`config.mk`:
```
export PLATFORM = sky130hd
export DESIGN_NAME = rnwc_match
export DESIGN_NICKNAME = d
export VERILOG_FILES = /design/src/rtl/core/rnwc_pkg.sv /design/src/rtl/core/rnwc_match.sv
export SDC_FILE = /design/constraint.sdc
export NUM_CORES = 1
export LEC_CHECK = 0
export BUFFER_PORTS_ARGS = -buffer_cell sky130_fd_sc_hd__buf_4
export CORE_AREA = 3 3 126 128
export DETAILED_ROUTE_END_ITERATION = 7
export DIE_AREA = 0 0 129 131
export SYNTH_ARGS = -nofsm -noshare
export SYNTH_HDL_FRONTEND = slang
export SYNTH_SLANG_ARGS = --single-unit
```
`constraint.sdc`:
```
create_clock -name vclk -period 2.6
set_input_delay 0.26 -clock vclk [all_inputs]
set_output_delay 0.26 -clock vclk [all_outputs]
set_load 0.02 [all_outputs]
```
`src/rtl/core/rnwc_pkg.sv`:
```
// ---------------------------------------------------------------------------
// rnwc_pkg: shared types and constants
// Verdict codes, register map, reset values and the slot/bounds structs used
// by the cell ring and the match unit.
// ---------------------------------------------------------------------------
`default_nettype none

package rnwc_pkg;

   localparam int TIME_W  = 64;
   localparam int NONCE_W = 64;
   localparam int WIN_W   = 32;
   localparam int SKEW_W  = 16;
   localparam int VERD_W  = 2;
   localparam int ADDR_W  = 3;
   localparam int DATA_W  = 32;

   localparam logic [VERD_W-1:0] VERDICT_OK        = 2'd0;
   localparam logic [VERD_W-1:0] VERDICT_FUTURE    = 2'd1;
   localparam logic [VERD_W-1:0] VERDICT_STALE     = 2'd2;
   localparam logic [VERD_W-1:0] VERDICT_DUPLICATE = 2'd3;

   // register select is address bit 2 (registers sit at 4*i)
   localparam logic REG_WINDOW = 1'b0;
   localparam logic REG_SKEW   = 1'b1;

   localparam logic [WIN_W-1:0]  WINDOW_RESET = 32'd30000;
   localparam logic [SKEW_W-1:0] SKEW_RESET   = 16'd200;

   typedef struct packed {
      logic [NONCE_W-1:0] nonce;
      logic [TIME_W-1:0]  stamp;
   } slot_type;

   // per-request constants the match unit compares each slot against
   typedef struct packed {
      logic [NONCE_W-1:0] nonce;
      logic [TIME_W-1:0]  now;
      logic [TIME_W-1:0]  live_low;
      logic               all_live;
   } bounds_type;

endpackage

`default_nettype wire

```
`src/rtl/core/rnwc_match.sv`:
```
// ---------------------------------------------------------------------------
// rnwc_match: slot comparator
// Flags a slot that is occupied, holds the request nonce (nonzero) and is
// still live against the current time.
// ---------------------------------------------------------------------------
`default_nettype none

module rnwc_match (
   input  wire                  slot_valid,
   input  rnwc_pkg::slot_type   slot,
   input  rnwc_pkg::bounds_type bounds,
   output logic                 hit
);
   import rnwc_pkg::*;

   logic same_nonce;
   logic live;

   always_comb begin
      same_nonce = (slot.nonce != '0) && (slot.nonce == bounds.nonce);
      // future stamps are live; otherwise stamp >= now - window (all live if that underflows)
      live = (slot.stamp > bounds.now) || bounds.all_live ||
             (slot.stamp >= bounds.live_low);
      hit  = slot_valid && same_nonce && live;
   end

endmodule

`default_nettype wire

```
==> metrics, run 1 <==
status=finished, final reports clean; crit path capture type=output pin; Int Pwr=0.578 mW; CLK BUF=0; Max Cap Viol=0; Iter 0 DRT Violations=139; Synth area leaders=ha_1, inv_1, xor2_1; Clk network pwr share=0; Final setup viols=0; antenna-violating nets left=0; area of the multi-input gates=3650 µm²; Core Area=15000 µm²; Leak=4.04 nW; Post-layout nets=1371; Gate power share=1.000; vias in the first global route=5407; FF+latch count=0; Seq/Total Area, Yosys=0; post-synthesis net count=1030; # IOs=323; GRT Overall Usage=0.197; hold_ws=0.963 ns; gp weighted congestion=0.928; critical path type=input pin to output pin; synth warn=0; die width=129 µm; # placed instances=1106; Tmin final=2.48 ns; layout cells sized above 1=0.394; # rows=45; Vias/cell=4.74; grt peak-use layer=met2; Hold Vio Cnt, Final=0; final core occ=0.468; Register Area=0 µm²; RSZ-0062 raised after global routing=no; P_sw=0.444 mW; largest net degree at the start of global routing=5; Routed WL=18.1 mm; number of fillers in the final layout=1587; Vias=5247; Max VDD drop=0.0846 mV; worst slack, placed=-0.0530 ns; first-pass GRT wire length=26.3 mm; crit path DAT=2.22 ns; residual DRC count=0; mapped cell area=4100 µm²; final instance area=7020 µm²; Cell variety after synth=40; Sw Ratio=0.434; TNS Setup=0 ns; final period utilization=0.953; die area=16900 µm²; first drt pass iteration count=5; Critical Path Source Type=input pin; area leader, netlist=ha_1; antenna violations before repair=0; Placed Area=6870 µm²; Post-Layout Cell Count=1107; M1 GR Usage=0.217; total congestion overflow=0; I/O Buffers=323; fmax=0.403 GHz; crit path max fanout=2; Final Max Tran Viols=0; CP required=2.34 ns; Cells after Synth=580; Overall Power=1.02 mW; dpl hpwl=17.1 mm; Slew HR=0.737; Worst-Margin Slew=0.390 ns; Setup WS post-layout=0.121 ns; Hold Crit Class=input pin to output pin; average wire per standard cell=16.4 µm; synth-to-layout area growth=71.2%; Initial Utilization=0.274; M2 GR Usage=0.396; PwrDens=146 nW/µm²; n_diodes=0; Syn Area/Cell=7.06 µm²; worst hold path stage count=4; Yosys top cell area share=0.391; Die Y=131 µm; Sequential Power Share=0; routing usage on met3=0.0354
worst paths after layout:
path	from	to	slack, ns
max	slot[26]	hit	0.12
min	bounds[0]	hit	0.96
critical path, cell delays in order:
cell and delay, ns:
buf_4 0.12, ha_4 0.26, nand4_1 0.17, nor4_2 0.35, buf_4 0.17, nand3_2 0.06, a41oi_2 0.19, buf_4 0.16
o311ai_4 0.09, a41oi_2 0.23, buf_6 0.15
placed cells by master (no fill, tap or decap), types with 2 or more instances in the layout:
cell / Yosys / layout
o2bb2ai_1: 2 / 2
o2111ai_1: 2 / 2
o21ai_0: 19 / 16
nand2_1: 24 / 24
xnor2_1: 12 / 12
nand4_1: 34 / 34
o21ai_1: 3 / 6
nor2_1: 11 / 11
o22ai_1: 10 / 10
nor2b_1: 4 / 4
a41oi_2: 0 / 2
a211oi_1: 5 / 5
nor4_1: 33 / 30
xor2_1: 29 / 29
nor4_2: 1 / 4
ha_4: 0 / 4
buf_4: 0 / 338
ha_1: 128 / 124
a221oi_1: 10 / 9
nand3_1: 15 / 13
nand3_2: 0 / 2
inv_1: 154 / 150
a21oi_1: 40 / 40
a21o_1: 16 / 16
inv_2: 0 / 4
a221oi_2: 1 / 2
o211ai_1: 3 / 3
nor3_1: 4 / 4
and4_1: 3 / 3
layout make-up:
class | count | share of cell area
tap | 188 | 0.0335
inverter | 154 | 0.0824
timing repair buffer | 339 | 0.363
multi-input combinational | 426 | 0.521
cells in the mapped netlist, drive strengths merged, types with 2 or more instances:
library cell	instances
a2111oi	2
a211oi	5
a21o	16
a21oi	41
a221oi	11
a41oi	2
and4	3
ha	128
inv	154
nand2	24
nand3	15
nand4	34
nor2	11
nor2b	4
nor3	4
nor4	34
o2111ai	2
o211ai	3
o21ai	22
o22ai	10
o2bb2ai	2
o311ai	2
xnor2	12
xor2	29
metal layers:
metal | up-vias | wire [µm]
li1 | 2765 | -
met1 | 2271 | 6700
met2 | 199 | 9760
met3 | 12 | 1340
met4 | 0 | 308
met5 | - | 0
what timing repair did:
| action | in CTS | in global routing |
|---|---|---|
| resized for setup | 3 | 23 |
| buffers inserted | 0 | 1 |
| pin swaps | 1 | 8 |
| hold buffers | 0 | 0 |
| endpoints found under the setup margin | 1 | 1 |
power by group through the flow:
stage | Combinational [mW] | Clock (mW) | Sequential [mW]
finish | 1.02 | 0 | 0
global route | 1.15 | 0 | 0
CTS | 1.00 | 0 | 0
detailed placement | 0.998 | 0 | 0
global placement | 0.993 | 0 | 0
floorplan | 0.430 | 0 | 0
cell families after synthesis:
| logic type | synth area share |
|---|---|
| buffers and inverters | 0.141 |
| AND/OR/NAND/NOR | 0.178 |
| adder cells (fa/ha/maj) | 0.391 |
| AO/OA/AOI/OAI | 0.202 |
| XOR/XNOR | 0.0876 |
(Power assumes the default switching activity.)
==> run 2: changes to the inputs <==
--- a/config.mk
+++ b/config.mk
@@ -5,10 +5,11 @@
 export SDC_FILE = /design/constraint.sdc
 export NUM_CORES = 1
 export LEC_CHECK = 0
+export ABC_AREA = 1
 export BUFFER_PORTS_ARGS = -buffer_cell sky130_fd_sc_hd__buf_4
-export CORE_AREA = 3 3 126 128
+export CORE_AREA = 3 3 125 127
 export DETAILED_ROUTE_END_ITERATION = 7
-export DIE_AREA = 0 0 129 131
+export DIE_AREA = 0 0 128 130
 export SYNTH_ARGS = -nofsm -noshare
 export SYNTH_HDL_FRONTEND = slang
 export SYNTH_SLANG_ARGS = --single-unit
==> run 2 against run 1 <==
Against the previous run: non-clock buffer count shrank 16; die area shrank 1.5%; worst hold slack gained 0.052 ns; routed wire length grew 3.3%.
==> metrics, run 2 <==
Resize count post-CTS=0; Slew HR=0.709; FF+latch count=0; Yosys top cell area share=0.359; met1 wire length=7.65 mm; # rows=44; antenna violations before repair=0; Synth Area in XOR/XNOR=0.0235; largest net degree at the start of global routing=4; Post-Synth Simple-Gate Area=0.275; Vias/cell=4.64; Cell variety after synth=39; dpl hpwl=17.9 mm; Placed Area=7120 µm²; Final Max Tran Viols=0; Most common cell on crit path=nand2_1; crit path launch=slot[55]; die width=128 µm; CP required=2.34 ns; crit path max fanout=3; post-CTS setup buffers=0; total congestion overflow=0; post-synthesis compound-gate area fraction=0.174; DR top layer=met4; Leak=4.39 nW; synth warn=0; most frequent cells in the layout=buf_4, inv_1, nand2_1, ha_1, a21oi_1; # IOs=323; hold_buf cts=0; Vias=5774; post-synthesis mux area share=0; post-synthesis adder-cell area fraction=0.359; post-synthesis net count=1187; first-pass GRT wire length=27.7 mm; Overall Power=1.02 mW; mapped cell area=4460 µm²; Hold Crit Class=input pin to output pin; hold path start=bounds[0]; status=finished, final reports clean; Core Area=14500 µm²; PwrDens=143 nW/µm²; Iter 0 DRT Violations=234; Initial Utilization=0.307; critical path's slowest cell=nor4_1; Worst-Margin Slew=0.436 ns; crit path DAT=1.93 ns; fmax=0.456 GHz; Final setup viols=0; residual DRC count=0; Largest stage delay, worst path=0.32 ns; die area=16600 µm²; cells along the critical path=buf_4, ha_1, nand2_1, nor4_1, nand2_1, nor2_2, nand4_1, nand2_1, nand2_1, nor2_1, nor2_1, buf_4; gp weighted congestion=0.920; commonest cells in the netlist=inv_1, nand2_1, ha_1; metal2 WL=9.21 mm; antenna-violating nets left=0; largest family of logic cells by synthesized area=adder cells; TNS Setup=0 ns; commonest non-fill, non-tap cell in the layout=buf_4; metal3 WL=1.52 mm; I/O Buffers=323; most frequent cell after synthesis=inv_1; n_diodes=0; Synth area leaders=ha_1, inv_1, nand2_1; vias in the first global route=5664; critical path type=input pin to output pin; GRT Overall Usage=0.206; Critical Path Source Type=input pin; Syn Area/Cell=6.06 µm²; layout cells sized above 1=0.321; RSZ-0062 raised after global routing=no; final period utilization=0.844; Seq/Total Area, Yosys=0; synth-to-layout area growth=59.5%; crit path capture type=output pin; Die Y=130 µm; Register Area=0 µm²; CLK BUF=0; Tmin final=2.19 ns; final instance area=7120 µm²; Hold Vio Cnt, Final=0; Max Cap Viol=0; first drt pass iteration count=5; Max VDD drop=0.0598 mV; area leader, netlist=ha_1; average wire per standard cell=15.0 µm; Post-layout nets=1512; Routed WL=18.7 mm; Cells after Synth=737
-- run 2: kinds of logic after synthesis --
logic type,after synthesis
AO/OA/AOI/OAI,133
XOR/XNOR,12
adder cells (fa/ha/maj),128
buffers and inverters,201
AND/OR/NAND/NOR,263
-- run 2: through the flow --
step	instances	hold slack [ns]	utilization	worst slack, ns
global route	1244	1.11	0.490	0.0526
finish	1244	1.01	0.490	0.406
global placement	1244	1.03	0.490	0.359
detailed placement	1244	1.04	0.490	0.332
CTS	1244	1.04	0.490	0.337
floorplan	737	0.762	-	0.738
-- run 2: worst paths after layout --
kind | to | slack (ns) | depth (start not counted)
worst min-delay path | hit | 1.01 | 6
worst max-delay path | hit | 0.41 | 12
-- run 2: cell type report --
cell class / count / area, µm²
fill: 1545 / 7410
multi-input combinational: 536 / 3710
timing repair buffer: 323 / 2420
inverter: 201 / 754
tap: 184 / 230
-- run 2: layer usage --
layer	global-route usage	vias to the layer above
met1	0.251	2458
met4	0.0281	0
met5	0	-
li1	-	3078
met3	0.0332	18
met2	0.389	220
-- run 2: worst max-delay path: cells and delay by family --
kind                       cells  cell delay (ns)
and+or+nand+nor                9             1.11
buffers and inverters          2             0.27
adders and majority gates      1             0.28
-- run 2: report_power, final --
group | internal [mW] | leakage, nW | switching, mW
clock | 0 | 0 | 0
combinational | 0.561 | 4.39 | 0.460
sequential | 0 | 0 | 0
total | 0.561 | 4.39 | 0.460
==> run 3: changes to the inputs <==
==> constraint.sdc (replaced) <==
create_clock -name vclk -period 2.1
set_input_delay 0.21 -clock vclk [all_inputs]
set_output_delay 0.21 -clock vclk [all_outputs]
set_load 0.02 [all_outputs]
==> run 3 against run 2 <==
Against the previous run: sequential share of layout area is the same; non-clock buffer count rose by 7; critical path type unchanged; power increased by 30%; critical endpoint unchanged; largest power group unchanged; die area unchanged.
==> metrics, run 3 (synthesis gave the netlist of run 2 again) <==
Hold Vio Cnt, Final=0; FF+latch count=0; Sw Ratio=0.450; synth-to-layout area growth=65.6%; RSZ-0062 raised after global routing=yes; Initial Utilization=0.307; area of the multi-input gates=3910 µm²; Iter 0 DRT Violations=271; antenna violations before repair=0; # IOs=323; Register Area=0 µm²; gp weighted congestion=0.879; TNS Setup=0 ns; Setup WS post-layout=0.0529 ns; Hold Crit Class=input pin to output pin; Critical Path Source Type=input pin; Die Y=130 µm; first drt pass iteration count=5; average wire per standard cell=15.2 µm; crit path capture type=output pin; PwrDens=180 nW/µm²; CP required=1.89 ns; Core Area=14500 µm²; first-pass GRT wire length=28.2 mm; Slew HR=0.700; n_diodes=0; GRT Overall Usage=0.209; Max Cap Viol=0; Clk network pwr share=0; Sequential Power Share=0; die area=16600 µm²; Placed Area=7160 µm²; antenna-violating nets left=0; Worst-Margin Slew=0.450 ns; most frequent cells in the layout=buf_4, inv_1, nand2_1, ha_1, a21oi_1; crit path DAT=1.84 ns; residual DRC count=0; commonest non-fill, non-tap cell in the layout=buf_4; Leak=4.46 nW; crit path max fanout=2; Vias=5802; dpl hpwl=17.9 mm; Max VDD drop=0.0742 mV; total congestion overflow=0; Tmin final=2.05 ns; Gate power share=1.000; layout cells sized above 1=0.353; CLK BUF=0; fmax=0.488 GHz; I/O Buffers=323; hold_ws=0.947 ns; Final setup viols=0; critical path type=input pin to output pin; die width=128 µm; status=finished, final reports clean; Post-layout nets=1519; largest net degree at the start of global routing=4; Vias/cell=4.64; vias in the first global route=5749; Int Pwr=0.733 mW; final core occ=0.509; number of fillers in the final layout=1541; P_sw=0.599 mW; Routed WL=19.0 mm; # rows=44; Final Max Tran Viols=0; worst slack, placed=-0.0649 ns; final instance area=7390 µm²; final period utilization=0.975
[run 3: cell count changes in the layout (fill, tap and decap cells not counted), sizes merged]
cell	before	now
buf	323	330
[run 3: layout make-up]
cell class,count,share of cell area
well taps,184,0.0311
inverters,201,0.102
multi-input cells,536,0.529
repair buffers,330,0.338
[run 3: through the flow]
step,instances,total power [mW]
2_1_floorplan,737,0.590
3_3_place_gp,1250,1.27
3_5_place_dp,1250,1.28
4_1_cts,1250,1.30
5_1_grt,1251,1.52
6_report,1251,1.33
[run 3: timing repair]
action | CTS | global route
hold endpoints to repair | 0 | 0
resized for setup | 6 | 34
gates cloned | 0 | 0
hold buffers | 0 | 0
pin swaps | 4 | 15
buffers inserted | 0 | 1
endpoints found under the setup margin | 1 | 1
[run 3: critical path: stages]
cell	delay (ns)
buf_6	0.07
inv_2	0.04
ha_4	0.27
nand2_4	0.05
inv_2	0.04
nand3_2	0.07
nor3_2	0.19
buf_4	0.14
nor3b_4	0.20
nand4_1	0.13
nand3_1	0.13
nor2_2	0.04
nor2_1	0.10
buf_4	0.16
[run 3: routing by layer]
layer	up-vias	GRT usage	wire length, µm
met3	11	0.0409	1440
met4	0	0.0119	155
li1	3089	-	-
met1	2498	0.252	7680
met2	204	0.400	9700
met5	-	0	0
[run 3: worst paths after layout]
path,startpoint,endpoint,slack (ns),depth (start not counted)
setup / recovery,bounds[48],hit,0.05,14
hold / removal,bounds[0],hit,0.95,6
[run 3: power groups by stage]
stage	Sequential [mW]	Combinational [mW]	Clock, mW
floorplan	0	0.590	0
finish	0	1.33	0
global route	0	1.52	0
CTS	0	1.30	0
detailed placement	0	1.28	0
global placement	0	1.27	0
